### src/srfpll_pkg.sv
// ----------------------------------------------------------------------------
// srfpll_pkg: shared types and constants of the three-phase SRF PLL
// Payload structs, register codes, fixed-point constants and the CORDIC
// arctangent table in fractions of a turn.
// ----------------------------------------------------------------------------
package srfpll_pkg;

   // Sample width of the phase voltages (signed Q.4 volts)
   localparam int SAMPLE_BITS = 16;
   localparam int OUT_BITS    = 16;

   // Shared bit-serial multiplier: multiplicand, multiplier and product widths
   localparam int MUL_A_BITS = SAMPLE_BITS + 29;
   localparam int MUL_B_BITS = 32;
   localparam int MUL_P_BITS = MUL_A_BITS + MUL_B_BITS;

   // Fixed-point constants
   localparam logic signed [MUL_B_BITS-1:0] ONE_THIRD_Q16  = 32'sd21845;
   localparam logic signed [MUL_B_BITS-1:0] INV_SQRT3_Q16  = 32'sd37837;
   localparam logic signed [MUL_B_BITS-1:0] INV_TWO_PI_Q32 = 32'sd683565276;

   // CORDIC datapath
   localparam int CORDIC_BITS  = 34;
   localparam int CORDIC_STEPS = 16;
   localparam logic signed [CORDIC_BITS-1:0] CORDIC_GAIN_Q30 = 34'sd652032874;

   // Register reset values
   localparam logic [23:0] PROP_GAIN_RST     = 24'd3277;
   localparam logic [23:0] INTEG_GAIN_RST    = 24'd163840;
   localparam logic [23:0] SAMPLE_PERIOD_RST = 24'd1678;
   localparam logic [15:0] NOMINAL_FREQ_RST  = 16'd15360;
   localparam logic signed [15:0] COS_ZERO_Q14 = 16'sd16384;

   // Register map (word index)
   typedef enum logic [1:0] {
      REG_PROP_GAIN,
      REG_INTEG_GAIN,
      REG_SAMPLE_PERIOD,
      REG_NOMINAL_FREQ
   } reg_idx_type;

   typedef struct packed {
      logic signed [SAMPLE_BITS-1:0] phase_a;
      logic signed [SAMPLE_BITS-1:0] phase_b;
      logic signed [SAMPLE_BITS-1:0] phase_c;
   } req_type;

   typedef struct packed {
      logic        [OUT_BITS-1:0] angle;
      logic signed [OUT_BITS-1:0] cos_out;
      logic signed [OUT_BITS-1:0] sin_out;
      logic        [OUT_BITS-1:0] freq_est;
      logic signed [OUT_BITS-1:0] volt_d;
      logic signed [OUT_BITS-1:0] volt_q;
   } rsp_type;

   // Arctangent of 2^-i in units of 2^-32 turn
   function automatic logic [29:0] atan_turn(input logic [3:0] idx);
      logic [29:0] val;
      case (idx)
         4'd0:    val = 30'd536870912;
         4'd1:    val = 30'd316933406;
         4'd2:    val = 30'd167458907;
         4'd3:    val = 30'd85004756;
         4'd4:    val = 30'd42667331;
         4'd5:    val = 30'd21354465;
         4'd6:    val = 30'd10679838;
         4'd7:    val = 30'd5340245;
         4'd8:    val = 30'd2670163;
         4'd9:    val = 30'd1335087;
         4'd10:   val = 30'd667544;
         4'd11:   val = 30'd333772;
         4'd12:   val = 30'd166886;
         4'd13:   val = 30'd83443;
         4'd14:   val = 30'd41722;
         default: val = 30'd20861;
      endcase
      return val;
   endfunction

endpackage

### src/three_phase_srf_pll.sv
// ----------------------------------------------------------------------------
// three_phase_srf_pll: three-phase synchronous reference frame PLL
// Clarke and Park transforms, PI loop filter, phase accumulator and CORDIC.
// ----------------------------------------------------------------------------
// Usage:
//  - req channel (valid/ready) carries one sample of the three phase voltages.
//    req_ready is high only while the loop is idle; one transaction is worked
//    on at a time.
//  - rsp channel (valid/ready) returns one result per sample: angle, cosine,
//    sine, frequency estimate and the d/q voltages. The result sits in an
//    output register, so a stalled receiver holds only that register; the next
//    sample is taken while it waits and finishes into it once it is freed.
//  - The time from acceptance to rsp_valid is set by eleven passes through one
//    shared bit-serial multiplier (one multiplier bit at a time, stopping early
//    on pure sign bits), the CORDIC unit and the load of the output register.
//  - A new sample is taken only once the loop is idle again, after the last
//    result has been loaded into the output register.
//  - APB registers: prop_gain (0x0), integ_gain (0x4), sample_period (0x8),
//    nominal_freq (0xC). Write them only while the loop is idle.
//  - Reset loads the register defaults, clears integrator and phase and sets
//    the stored rotation to angle zero. No clearing pass is needed.
// ----------------------------------------------------------------------------
module three_phase_srf_pll #(
   parameter int PHASE_BITS = 32
) (
   input  logic                  clock,
   input  logic                  reset,
   input  logic                  req_valid,
   output logic                  req_ready,
   input  srfpll_pkg::req_type   req_data,
   output logic                  rsp_valid,
   input  logic                  rsp_ready,
   output srfpll_pkg::rsp_type   rsp_data,
   input  logic                  psel,
   input  logic                  penable,
   input  logic                  pwrite,
   input  logic            [3:0] paddr,
   input  logic           [31:0] pwdata,
   output logic           [31:0] prdata,
   output logic                  pready
);
   import srfpll_pkg::*;

   localparam int S  = SAMPLE_BITS;
   localparam int DW = S + 35;      // d/q accumulation
   localparam int QW = DW - 30;     // rounded d/q
   localparam int EW = QW + 1;      // loop error
   localparam int IW = S + 36;      // integrator sum
   localparam int FW = 34;          // frequency, Q.16 Hz
   localparam int SH = 40 - PHASE_BITS;

   typedef enum logic [3:0] {
      ST_IDLE, ST_ALPHA, ST_BETA, ST_CA, ST_SB, ST_CB, ST_SA,
      ST_ETS, ST_KI, ST_KP, ST_W2PI, ST_FTS, ST_CORDIC, ST_FINISH
   } state_type;

   state_type state_ff, state_in;
   logic go_ff, go_in;
   logic rsp_valid_ff, rsp_valid_in;
   rsp_type rsp_data_ff, rsp_data_in;

   logic [23:0] prop_gain_ff, integ_gain_ff, sample_period_ff;
   logic [15:0] nominal_freq_ff;

   logic signed [S-1:0]     a_ff, a_in, b_ff, b_in, c_ff, c_in;
   logic signed [S+16:0]    alpha_ff, alpha_in;
   logic signed [S+17:0]    beta_ff, beta_in;
   logic signed [DW-1:0]    dsum_ff, dsum_in, qsum_ff, qsum_in;
   logic signed [MUL_A_BITS-1:0] tmp_ff, tmp_in;
   logic signed [31:0]      integ_ff, integ_in, pi_ff, pi_in;
   logic signed [FW-1:0]    freq_ff, freq_in;
   logic [PHASE_BITS-1:0]   accum_ff, accum_in;
   logic signed [15:0]      cos_prev_ff, cos_prev_in, sin_prev_ff, sin_prev_in;

   logic signed [MUL_A_BITS-1:0] mul_a;
   logic signed [MUL_B_BITS-1:0] mul_b;
   logic signed [MUL_P_BITS-1:0] mul_product;
   logic                         mul_done, mul_start;
   logic                         cordic_start, cordic_done;
   logic signed [15:0]           cordic_cos, cordic_sin;

   logic signed [S+1:0]   diff_abc;
   logic signed [S:0]     diff_bc;
   logic signed [DW-1:0]  d_rnd, q_rnd;
   logic signed [QW-1:0]  d_val, q_val;
   logic signed [EW-1:0]  err;
   logic signed [MUL_P_BITS-1:0] ki_rnd, kp_rnd, w_rnd;
   logic signed [MUL_P_BITS-27:0] integ_inc;
   logic signed [MUL_P_BITS-5:0]  prop_term;
   logic signed [MUL_A_BITS-1:0]  freq_pi;
   logic signed [IW-1:0]  integ_sum, pi_sum;
   logic signed [FW-1:0]  freq_rnd;
   logic signed [FW-9:0]  freq_hz;
   logic [15:0]           freq_out;
   logic [PHASE_BITS-1:0] phase_inc;
   logic [31:0]           angle32;

   // Saturate to the signed 32-bit range
   function automatic logic signed [31:0] sat32(input logic signed [IW-1:0] v);
      if (&v[IW-1:31] || ~|v[IW-1:31]) begin
         return v[31:0];
      end
      return v[IW-1] ? 32'sh8000_0000 : 32'sh7FFF_FFFF;
   endfunction

   // Saturate rounded d/q to the sample range
   function automatic logic signed [S-1:0] sat_sample(input logic signed [QW-1:0] v);
      if (&v[QW-1:S-1] || ~|v[QW-1:S-1]) begin
         return v[S-1:0];
      end
      return v[QW-1] ? {1'b1, {(S-1){1'b0}}} : {1'b0, {(S-1){1'b1}}};
   endfunction

   // Configuration registers
   assign pready = 1'b1;

   always_ff @(posedge clock) begin
      if (reset) begin
         prop_gain_ff     <= PROP_GAIN_RST;
         integ_gain_ff    <= INTEG_GAIN_RST;
         sample_period_ff <= SAMPLE_PERIOD_RST;
         nominal_freq_ff  <= NOMINAL_FREQ_RST;
      end else if (psel && penable && pwrite) begin
         unique case (reg_idx_type'(paddr[3:2]))
            REG_PROP_GAIN:     prop_gain_ff     <= pwdata[23:0];
            REG_INTEG_GAIN:    integ_gain_ff    <= pwdata[23:0];
            REG_SAMPLE_PERIOD: sample_period_ff <= pwdata[23:0];
            REG_NOMINAL_FREQ:  nominal_freq_ff  <= pwdata[15:0];
            default: ;
         endcase
      end
   end

   always_comb begin
      unique case (reg_idx_type'(paddr[3:2]))
         REG_PROP_GAIN:     prdata = 32'(prop_gain_ff);
         REG_INTEG_GAIN:    prdata = 32'(integ_gain_ff);
         REG_SAMPLE_PERIOD: prdata = 32'(sample_period_ff);
         REG_NOMINAL_FREQ:  prdata = 32'(nominal_freq_ff);
         default:           prdata = '0;
      endcase
   end

   // Clarke differences
   assign diff_abc = (S+2)'(a_ff) + (S+2)'(a_ff) - (S+2)'(b_ff) - (S+2)'(c_ff);
   assign diff_bc  = (S+1)'(b_ff) - (S+1)'(c_ff);

   // Round d/q to Q.4 and form the loop error
   assign d_rnd = dsum_ff + (DW'(1) << 29);
   assign q_rnd = qsum_ff + (DW'(1) << 29);
   assign d_val = d_rnd[DW-1:30];
   assign q_val = q_rnd[DW-1:30];
   assign err   = -EW'(q_val);

   // Loop filter terms from the multiplier product
   assign ki_rnd    = mul_product + (MUL_P_BITS'(1) << 25);
   assign integ_inc = ki_rnd[MUL_P_BITS-1:26];
   assign integ_sum = IW'(integ_ff) + IW'(integ_inc);
   assign kp_rnd    = mul_product + MUL_P_BITS'(8);
   assign prop_term = kp_rnd[MUL_P_BITS-1:4];
   assign pi_sum    = IW'(prop_term) + IW'(integ_ff);
   assign w_rnd     = mul_product + (MUL_P_BITS'(1) << 31);
   assign freq_pi   = w_rnd[MUL_P_BITS-1:32];

   // Reported frequency, Q8.8 clamped to the unsigned range
   assign freq_rnd = freq_ff + FW'(128);
   assign freq_hz  = freq_rnd[FW-1:8];
   always_comb begin
      if (freq_hz[FW-9]) begin
         freq_out = '0;
      end else if (|freq_hz[FW-10:16]) begin
         freq_out = '1;
      end else begin
         freq_out = freq_hz[15:0];
      end
   end

   // Phase increment: round the 40-bit fraction step to the accumulator width
   if (SH > 0) begin : g_step_round
      logic [MUL_P_BITS-1:0] step_rnd;
      assign step_rnd  = mul_product + (MUL_P_BITS'(1) << (SH - 1));
      assign phase_inc = step_rnd[SH +: PHASE_BITS];
   end else if (SH == 0) begin : g_step_exact
      assign phase_inc = mul_product[PHASE_BITS-1:0];
   end else begin : g_step_wide
      assign phase_inc = {mul_product[PHASE_BITS+SH-1:0], {(-SH){1'b0}}};
   end

   // Top 32 bits of the turn fraction
   if (PHASE_BITS >= 32) begin : g_angle_top
      assign angle32 = accum_ff[PHASE_BITS-1 -: 32];
   end else begin : g_angle_pad
      assign angle32 = {accum_ff, {(32 - PHASE_BITS){1'b0}}};
   end

   // Multiplier operand select
   always_comb begin
      mul_a = '0;
      mul_b = '0;
      unique case (state_ff)
         ST_ALPHA: begin
            mul_a = MUL_A_BITS'(diff_abc);
            mul_b = ONE_THIRD_Q16;
         end
         ST_BETA: begin
            mul_a = MUL_A_BITS'(diff_bc);
            mul_b = INV_SQRT3_Q16;
         end
         ST_CA: begin
            mul_a = MUL_A_BITS'(alpha_ff);
            mul_b = MUL_B_BITS'(cos_prev_ff);
         end
         ST_SB: begin
            mul_a = MUL_A_BITS'(beta_ff);
            mul_b = MUL_B_BITS'(sin_prev_ff);
         end
         ST_CB: begin
            mul_a = MUL_A_BITS'(beta_ff);
            mul_b = MUL_B_BITS'(cos_prev_ff);
         end
         ST_SA: begin
            mul_a = MUL_A_BITS'(alpha_ff);
            mul_b = MUL_B_BITS'(sin_prev_ff);
         end
         ST_ETS: begin
            mul_a = MUL_A_BITS'(err);
            mul_b = MUL_B_BITS'(sample_period_ff);
         end
         ST_KI: begin
            mul_a = tmp_ff;
            mul_b = MUL_B_BITS'(integ_gain_ff);
         end
         ST_KP: begin
            mul_a = MUL_A_BITS'(err);
            mul_b = MUL_B_BITS'(prop_gain_ff);
         end
         ST_W2PI: begin
            mul_a = MUL_A_BITS'(pi_ff);
            mul_b = INV_TWO_PI_Q32;
         end
         ST_FTS: begin
            mul_a = MUL_A_BITS'(freq_ff);
            mul_b = MUL_B_BITS'(sample_period_ff);
         end
         default: ;
      endcase
   end

   assign mul_start    = go_ff && (state_ff != ST_CORDIC);
   assign cordic_start = go_ff && (state_ff == ST_CORDIC);

   srfpll_mul u_mul (
      .clock   (clock),
      .reset   (reset),
      .start   (mul_start),
      .op_a    (mul_a),
      .op_b    (mul_b),
      .done    (mul_done),
      .product (mul_product)
   );

   srfpll_cordic u_cordic (
      .clock   (clock),
      .reset   (reset),
      .start   (cordic_start),
      .angle   (angle32),
      .done    (cordic_done),
      .cos_q14 (cordic_cos),
      .sin_q14 (cordic_sin)
   );

   // Sequencer: advance one multiply at a time, then rotate and report
   always_comb begin
      state_in     = state_ff;
      go_in        = 1'b0;
      rsp_valid_in = rsp_valid_ff;
      rsp_data_in  = rsp_data_ff;
      a_in         = a_ff;
      b_in         = b_ff;
      c_in         = c_ff;
      alpha_in     = alpha_ff;
      beta_in      = beta_ff;
      dsum_in      = dsum_ff;
      qsum_in      = qsum_ff;
      tmp_in       = tmp_ff;
      integ_in     = integ_ff;
      pi_in        = pi_ff;
      freq_in      = freq_ff;
      accum_in     = accum_ff;
      cos_prev_in  = cos_prev_ff;
      sin_prev_in  = sin_prev_ff;

      // drop the result once taken
      if (rsp_valid_ff && rsp_ready) begin
         rsp_valid_in = 1'b0;
      end

      unique case (state_ff)
         ST_IDLE: begin
            if (req_valid) begin
               a_in     = req_data.phase_a;
               b_in     = req_data.phase_b;
               c_in     = req_data.phase_c;
               state_in = ST_ALPHA;
               go_in    = 1'b1;
            end
         end
         ST_ALPHA: begin
            if (mul_done) begin
               alpha_in = mul_product[S+16:0];
               state_in = ST_BETA;
               go_in    = 1'b1;
            end
         end
         ST_BETA: begin
            if (mul_done) begin
               beta_in  = mul_product[S+17:0];
               state_in = ST_CA;
               go_in    = 1'b1;
            end
         end
         ST_CA: begin
            if (mul_done) begin
               dsum_in  = mul_product[DW-1:0];
               state_in = ST_SB;
               go_in    = 1'b1;
            end
         end
         ST_SB: begin
            if (mul_done) begin
               dsum_in  = dsum_ff + mul_product[DW-1:0];
               state_in = ST_CB;
               go_in    = 1'b1;
            end
         end
         ST_CB: begin
            if (mul_done) begin
               qsum_in  = mul_product[DW-1:0];
               state_in = ST_SA;
               go_in    = 1'b1;
            end
         end
         ST_SA: begin
            if (mul_done) begin
               qsum_in  = qsum_ff - mul_product[DW-1:0];
               state_in = ST_ETS;
               go_in    = 1'b1;
            end
         end
         ST_ETS: begin
            if (mul_done) begin
               tmp_in   = mul_product[MUL_A_BITS+1:2];
               state_in = ST_KI;
               go_in    = 1'b1;
            end
         end
         ST_KI: begin
            if (mul_done) begin
               integ_in = sat32(integ_sum);
               state_in = ST_KP;
               go_in    = 1'b1;
            end
         end
         ST_KP: begin
            if (mul_done) begin
               pi_in    = sat32(pi_sum);
               state_in = ST_W2PI;
               go_in    = 1'b1;
            end
         end
         ST_W2PI: begin
            if (mul_done) begin
               freq_in  = FW'(freq_pi) + FW'({nominal_freq_ff, 8'h00});
               state_in = ST_FTS;
               go_in    = 1'b1;
            end
         end
         ST_FTS: begin
            if (mul_done) begin
               accum_in = accum_ff + phase_inc;
               state_in = ST_CORDIC;
               go_in    = 1'b1;
            end
         end
         ST_CORDIC: begin
            if (cordic_done) begin
               cos_prev_in = cordic_cos;
               sin_prev_in = cordic_sin;
               state_in    = ST_FINISH;
            end
         end
         ST_FINISH: begin
            // hold until the output register is free
            if (!rsp_valid_ff || rsp_ready) begin
               rsp_valid_in         = 1'b1;
               rsp_data_in.angle    = angle32[31:16];
               rsp_data_in.cos_out  = cos_prev_ff;
               rsp_data_in.sin_out  = sin_prev_ff;
               rsp_data_in.freq_est = freq_out;
               rsp_data_in.volt_d   = OUT_BITS'(sat_sample(d_val));
               rsp_data_in.volt_q   = OUT_BITS'(sat_sample(q_val));
               state_in             = ST_IDLE;
            end
         end
         default: state_in = ST_IDLE;
      endcase
   end

   always_ff @(posedge clock) begin
      if (reset) begin
         state_ff     <= ST_IDLE;
         go_ff        <= 1'b0;
         rsp_valid_ff <= 1'b0;
         integ_ff     <= '0;
         accum_ff     <= '0;
         cos_prev_ff  <= COS_ZERO_Q14;
         sin_prev_ff  <= '0;
      end else begin
         state_ff     <= state_in;
         go_ff        <= go_in;
         rsp_valid_ff <= rsp_valid_in;
         integ_ff     <= integ_in;
         accum_ff     <= accum_in;
         cos_prev_ff  <= cos_prev_in;
         sin_prev_ff  <= sin_prev_in;
      end
      rsp_data_ff <= rsp_data_in;
      a_ff        <= a_in;
      b_ff        <= b_in;
      c_ff        <= c_in;
      alpha_ff    <= alpha_in;
      beta_ff     <= beta_in;
      dsum_ff     <= dsum_in;
      qsum_ff     <= qsum_in;
      tmp_ff      <= tmp_in;
      pi_ff       <= pi_in;
      freq_ff     <= freq_in;
   end

   assign req_ready = (state_ff == ST_IDLE);
   assign rsp_valid = rsp_valid_ff;
   assign rsp_data  = rsp_data_ff;

   // An accepted transaction starts the multiplier on the next cycle
   a_accept_starts: assert property (@(posedge clock) disable iff (reset)
      req_valid && req_ready |=> mul_start && !req_ready)
      else $error("accepted transaction did not start the sequence");

   // Multiplier results only arrive while a multiply step is active
   a_mul_done_state: assert property (@(posedge clock) disable iff (reset)
      mul_done |-> state_ff != ST_IDLE && state_ff != ST_CORDIC && state_ff != ST_FINISH)
      else $error("multiplier result outside a multiply step");

   // CORDIC results only arrive in the rotation step
   a_cordic_done_state: assert property (@(posedge clock) disable iff (reset)
      cordic_done |-> state_ff == ST_CORDIC)
      else $error("cordic result outside the rotation step");

   // Stored rotation stays within +-1.0
   a_rotation_range: assert property (@(posedge clock) disable iff (reset)
      cos_prev_ff <= 16'sd16384 && cos_prev_ff >= -16'sd16384 &&
      sin_prev_ff <= 16'sd16384 && sin_prev_ff >= -16'sd16384)
      else $error("stored cosine or sine out of range");

endmodule

### src/srfpll_mul.sv
// ----------------------------------------------------------------------------
// srfpll_mul: shared bit-serial signed multiplier
// Consumes the multiplier one bit per cycle, LSB first, and stops as soon as
// the remaining bits are pure sign (all zeros or all ones).
// ----------------------------------------------------------------------------
module srfpll_mul (
   input  logic                                    clock,
   input  logic                                    reset,
   input  logic                                    start,
   input  logic signed [srfpll_pkg::MUL_A_BITS-1:0] op_a,
   input  logic signed [srfpll_pkg::MUL_B_BITS-1:0] op_b,
   output logic                                    done,
   output logic signed [srfpll_pkg::MUL_P_BITS-1:0] product
);
   import srfpll_pkg::*;

   logic signed [MUL_P_BITS-1:0] acc_ff, acc_in;
   logic signed [MUL_P_BITS-1:0] mcand_ff, mcand_in;
   logic signed [MUL_B_BITS-1:0] mplier_ff, mplier_in;
   logic                         run_ff, run_in;
   logic                         done_ff, done_in;

   // Step one multiplier bit per cycle
   always_comb begin
      acc_in    = acc_ff;
      mcand_in  = mcand_ff;
      mplier_in = mplier_ff;
      run_in    = run_ff;
      done_in   = 1'b0;
      if (start) begin
         acc_in    = '0;
         mcand_in  = MUL_P_BITS'(op_a);
         mplier_in = op_b;
         run_in    = 1'b1;
      end else if (run_ff) begin
         if (mplier_ff == '0) begin
            run_in  = 1'b0;
            done_in = 1'b1;
         end else if (mplier_ff == '1) begin
            // remaining value is -1 at this weight
            acc_in  = acc_ff - mcand_ff;
            run_in  = 1'b0;
            done_in = 1'b1;
         end else begin
            if (mplier_ff[0]) begin
               acc_in = acc_ff + mcand_ff;
            end
            mcand_in  = mcand_ff <<< 1;
            mplier_in = mplier_ff >>> 1;
         end
      end
   end

   always_ff @(posedge clock) begin
      if (reset) begin
         run_ff  <= 1'b0;
         done_ff <= 1'b0;
      end else begin
         run_ff  <= run_in;
         done_ff <= done_in;
      end
      acc_ff    <= acc_in;
      mcand_ff  <= mcand_in;
      mplier_ff <= mplier_in;
   end

   assign done    = done_ff;
   assign product = acc_ff;

endmodule

### src/srfpll_cordic.sv
// ----------------------------------------------------------------------------
// srfpll_cordic: iterative rotation-mode CORDIC
// Folds the angle into a half turn around zero, runs one micro-rotation per
// cycle and rounds cosine and sine to Q1.14.
// ----------------------------------------------------------------------------
module srfpll_cordic (
   input  logic               clock,
   input  logic               reset,
   input  logic               start,
   input  logic        [31:0] angle,
   output logic               done,
   output logic signed [15:0] cos_q14,
   output logic signed [15:0] sin_q14
);
   import srfpll_pkg::*;

   localparam logic signed [CORDIC_BITS-1:0] QUARTER = CORDIC_BITS'(64'sd1 <<< 30);
   localparam logic signed [CORDIC_BITS-1:0] HALF    = CORDIC_BITS'(64'sd1 <<< 31);

   logic signed [CORDIC_BITS-1:0] x_ff, x_in, y_ff, y_in, rel_ff, rel_in;
   logic                   [3:0] idx_ff, idx_in;
   logic                         run_ff, run_in, fin_ff, fin_in, neg_ff, neg_in;
   logic                         done_ff, done_in;
   logic signed           [15:0] cos_ff, cos_in, sin_ff, sin_in;
   logic signed [CORDIC_BITS-1:0] rel0, xs, ys, atan_ext;

   // Round to Q1.14 and clamp to +-1.0
   function automatic logic signed [15:0] to_q14(input logic signed [CORDIC_BITS-1:0] v);
      logic signed [CORDIC_BITS-1:0] r;
      logic signed [CORDIC_BITS-17:0] q;
      r = v + CORDIC_BITS'(32768);
      q = r[CORDIC_BITS-1:16];
      if (q > 18'sd16384) begin
         return 16'sd16384;
      end else if (q < -18'sd16384) begin
         return -16'sd16384;
      end
      return q[15:0];
   endfunction

   assign rel0     = CORDIC_BITS'($signed(angle));
   assign xs       = x_ff >>> idx_ff;
   assign ys       = y_ff >>> idx_ff;
   assign atan_ext = CORDIC_BITS'(atan_turn(idx_ff));

   // Fold, rotate, finish
   always_comb begin
      x_in    = x_ff;
      y_in    = y_ff;
      rel_in  = rel_ff;
      idx_in  = idx_ff;
      run_in  = run_ff;
      fin_in  = 1'b0;
      neg_in  = neg_ff;
      done_in = 1'b0;
      cos_in  = cos_ff;
      sin_in  = sin_ff;
      if (start) begin
         x_in   = CORDIC_GAIN_Q30;
         y_in   = '0;
         idx_in = '0;
         run_in = 1'b1;
         neg_in = 1'b0;
         rel_in = rel0;
         if (rel0 > QUARTER) begin
            rel_in = rel0 - HALF;
            neg_in = 1'b1;
         end else if (rel0 < -QUARTER) begin
            rel_in = rel0 + HALF;
            neg_in = 1'b1;
         end
      end else if (run_ff) begin
         if (!rel_ff[CORDIC_BITS-1]) begin
            x_in   = x_ff - ys;
            y_in   = y_ff + xs;
            rel_in = rel_ff - atan_ext;
         end else begin
            x_in   = x_ff + ys;
            y_in   = y_ff - xs;
            rel_in = rel_ff + atan_ext;
         end
         idx_in = idx_ff + 4'd1;
         if (idx_ff == 4'(CORDIC_STEPS - 1)) begin
            run_in = 1'b0;
            fin_in = 1'b1;
         end
      end else if (fin_ff) begin
         cos_in  = neg_ff ? -to_q14(x_ff) : to_q14(x_ff);
         sin_in  = neg_ff ? -to_q14(y_ff) : to_q14(y_ff);
         done_in = 1'b1;
      end
   end

   always_ff @(posedge clock) begin
      if (reset) begin
         run_ff  <= 1'b0;
         fin_ff  <= 1'b0;
         done_ff <= 1'b0;
      end else begin
         run_ff  <= run_in;
         fin_ff  <= fin_in;
         done_ff <= done_in;
      end
      x_ff   <= x_in;
      y_ff   <= y_in;
      rel_ff <= rel_in;
      idx_ff <= idx_in;
      neg_ff <= neg_in;
      cos_ff <= cos_in;
      sin_ff <= sin_in;
   end

   assign done    = done_ff;
   assign cos_q14 = cos_ff;
   assign sin_q14 = sin_ff;

endmodule
### config.mk
export PLATFORM = sky130hd
export DESIGN_NAME = three_phase_srf_pll
export DESIGN_NICKNAME = d
export VERILOG_FILES = /design/src/srfpll_pkg.sv /design/src/three_phase_srf_pll.sv /design/src/srfpll_mul.sv /design/src/srfpll_cordic.sv
export SDC_FILE = /design/constraint.sdc
export NUM_CORES = 2
export LEC_CHECK = 0
export BUFFER_PORTS_ARGS = -buffer_cell sky130_fd_sc_hd__buf_2
export CORE_UTILIZATION = 50
export DETAILED_ROUTE_END_ITERATION = 16
export PLACE_DENSITY_LB_ADDON = 0.05
export REMOVE_ABC_BUFFERS = 1
export SYNTH_ARGS = -nofsm -noshare
export SYNTH_HDL_FRONTEND = slang
export SYNTH_HIERARCHICAL = 1
export SYNTH_SLANG_ARGS = --single-unit
### constraint.sdc
create_clock -name clock -period 9.3 [get_ports clock]
set_input_delay 1.395 -clock clock [delete_from_list [all_inputs] [get_ports clock]]
set_output_delay 1.395 -clock clock [all_outputs]
set_load 0.01 [all_outputs]
==> run metrics <==
largest net degree at the start of global routing=99; area delta synth->final=8.86%; postcts setup bufs=0; Hold Crit Class=register to register; unrepaired setup endpoints after global routing=no; Yosys cell types=113; Longest Clk Path Bufs=3; Mean Syn Cell Area=8.65 um2; number of global-route vias before repair=63900; GR Overflow Total=0; Slew headroom=0.176; crit path launch type=register; Clk Latency, worst-skew pair=800 ps; Initial Utilization=0.506; CP Capture Type=register; TNS Setup=0 ps; Total Power=0.0197 W; clock skew=84.1 ps; Num CTS Buffers=114; FILL cells=14000; # DRC=0; CTS Hold Buffers Added=0; wire per inst=24.2 um; final critical-path required period=8030 ps; routed vias=67900; Max rail drop VDD=0.173 mV; Top FF cell, synth=edfxtp_1; Slew Limit Fails=0; Worst Path Max Fanout=31; DP Area=79100 um2; 1st-iter DRT viols=6118; outcome=finished, final reports clean; # IOs=222; Fin. Hold Viols=0; register bit total from synthesis=974; Syn Inst Count=8807; max_cap viols=0; via/cell ratio=6.20; row count=142; Placer Congestion=0.972; HPWL Detailed=200 mm; sequential-to-total area share from yosys stat=0.335; Die Y=392 um; core area=150000 um2; ratio of cells with drive above 1 in the final layout=0.0961; CP Class=register to register; portion of netlist area occupied by mux cells=0.0538; Synth Area in Simple Gates=0.180; Synth Cell Area=76200 um2; Routed WL=265 mm; PwrDens=237 nW/um2; Synth Area in Adders=0.0905; initial antenna violation count=15; fraction of synthesized cell area in xor and xnor cells=0.0962; PostCTS Resize Cnt=0; Static Leakage=32.3 nW; CTS tree=built; period utilisation layout=0.863; PortBufs=202; slew at the pin closest to its max-slew limit=1240 ps; EDFF count, synth=600; Synth Area in Compound Gates=0.204; Synth warnings=6; Layout Nets=9460; Sink Count=974; first-pass GRT wire length=396 mm; # setup viols final=0; Post-DRT Antenna Nets=0; Final Cell Area=82900 um2; largest family of logic cells by synthesized area=compound AO/OA/AOI/OAI gates; area of the die=154000 um2; H-tree Lvls=3; DRT Pass-1 Iters=10; clock root cell=clkbuf_16; fmax=125 MHz; Req. time, crit path=9810 ps; Die X=392 um; clock-pin slew on the worst setup and hold paths=60 ps; FFs w/ async S/R, synth=0; worst path arrival time=8540 ps; Total GRT Usage=0.337
[stage by stage]
stage | util | hold WS (ps) | worst slack (ps) | instances
detailed placement | 0.526 | 421 | 1530 | 10700
floorplan | - | 430 | -3390 | 8372
finish | 0.551 | 436 | 1270 | 11000
global route | 0.551 | 448 | 828 | 11000
CTS | 0.551 | 436 | 1530 | 11000
global placement | 0.526 | 415 | 1630 | 10700
[path summary, 6_finish.rpt]
path                      from          to  slack, ps  depth (start not counted)
max          u_mul/product[15]    pi_ff[0]       1270                         23
min          u_mul/product[36]  tmp_ff[34]        440                          0
max reg2reg  u_mul/product[15]    pi_ff[0]       1270                         23
min reg2reg  u_mul/product[36]  tmp_ff[34]        440                          0
[state kept, by name, indices dropped and copies added (netlist names), 33 cells and up]
name	count
rsp_data	96
u_mul/mcand_ff	77
u_mul/product	77
dsum_ff	51
qsum_ff	51
tmp_ff	45
beta_ff	34
freq_ff	34
u_cordic/rel_ff	34
u_cordic/x_ff	34
u_cordic/y_ff	34
alpha_ff	33
[where the power goes]
| group | total [W] | switching [W] | internal, W |
|---|---|---|---|
| sequential | 0.00586 | 0.000577 | 0.00528 |
| clock | 0.00459 | 0.00200 | 0.00259 |
| combinational | 0.00924 | 0.00584 | 0.00340 |
[critical path: stages, from the launching register on]
cell and delay, ps:
dfxtp_1 990, nand2_1 160, nor4_1 620, and3_1 350, and3_1 250, and3_1 230, and3_1 390, nand3_1 260
nor2_1 220, xnor2_1 170, ha_1 280, a21oi_1 300, o21ai_0 200, nor2_1 210, nand4_1 210, nand3_1 190
a31oi_1 200, a31o_2 280, o31ai_1 420, nor3_1 110, a2111oi_0 490, xnor2_1 260, o41a_2 840, a21oi_1 80
[logic make-up (layout without fill, tap and decap cells)]
logic type,count (synthesis),in the layout
buffers and inverters,761,881
other,2,12
AOI/OAI and AO/OA,2468,2468
DFF,974,974
muxes,281,281
xor gates and xnor gates,837,837
and+or+nand+nor,2949,2949
adders and majority gates,535,535
[layer usage]
| layer | routed length (um) | up-vias | part of all wire | GRT usage |
|---|---|---|---|---|
| li1 | - | 32200 | - | - |
| met1 | 116000 | 32700 | 0.44 | 0.460 |
| met2 | 118000 | 2519 | 0.45 | 0.529 |
| met3 | 18600 | 477 | 0.070 | 0.0514 |
| met4 | 12100 | 18 | 0.046 | 0.140 |
| met5 | 118 | - | 0.00045 | 0 |
[cell type report]
type	instances	area, um2	area share
Clock inverter	67	637	0.00768
Sequential cell	974	25500	0.308
Multi-Input combinational cell	7079	47800	0.576
Inverter	319	1200	0.0144
Antenna cell	3	7.51	0.0000905
Clock buffer	149	3180	0.0384
Timing Repair Buffer	346	2100	0.0253
Tap cell	2016	2520	0.0304
[cell usage after synthesis (all sizes together) (25+ instances only)]
| master | count | area [um2] |
|---|---|---|
| a222oi | 47 | 470 |
| nand4 | 126 | 818 |
| xnor2 | 546 | 4780 |
| fa | 27 | 541 |
| a21boi | 25 | 188 |
| nand2 | 1159 | 4350 |
| a22oi | 60 | 450 |
| nand3 | 237 | 1190 |
| o211ai | 61 | 458 |
| nand3b | 38 | 289 |
| nand2b | 80 | 508 |
| o21bai | 72 | 541 |
| edfxtp | 600 | 18000 |
| clkbuf | 347 | 1300 |
| nor3 | 180 | 901 |
| or3 | 50 | 313 |
| nor4 | 64 | 422 |
| o21ai | 562 | 2820 |
| a21oi | 856 | 4400 |
| nor2b | 77 | 482 |
| mux2 | 114 | 1290 |
| o21a | 74 | 556 |
| ha | 508 | 6360 |
| a21o | 220 | 1650 |
| o31ai | 57 | 447 |
| a31oi | 84 | 526 |
| a211oi | 92 | 691 |
| nor2 | 661 | 2490 |
| buf | 95 | 586 |
| mux2i | 79 | 798 |
| and3 | 100 | 631 |
| dfxtp | 374 | 7490 |
| inv | 311 | 1170 |
| mux4 | 88 | 2020 |
| and2 | 56 | 353 |
| or2 | 31 | 194 |
| xor2 | 291 | 2550 |
[layout by cell type, fill, tap and decap left out, types with 291 or more instances in the layout]
cell,instances
o21ai_0,554
dfxtp_1,368
inv_1,311
xor2_1,291
nor2_1,655
ha_1,508
xnor2_1,546
nand2_1,1154
a21oi_1,823
edfxtp_1,600
No activity file was read; power rests on OpenSTA's default activity.
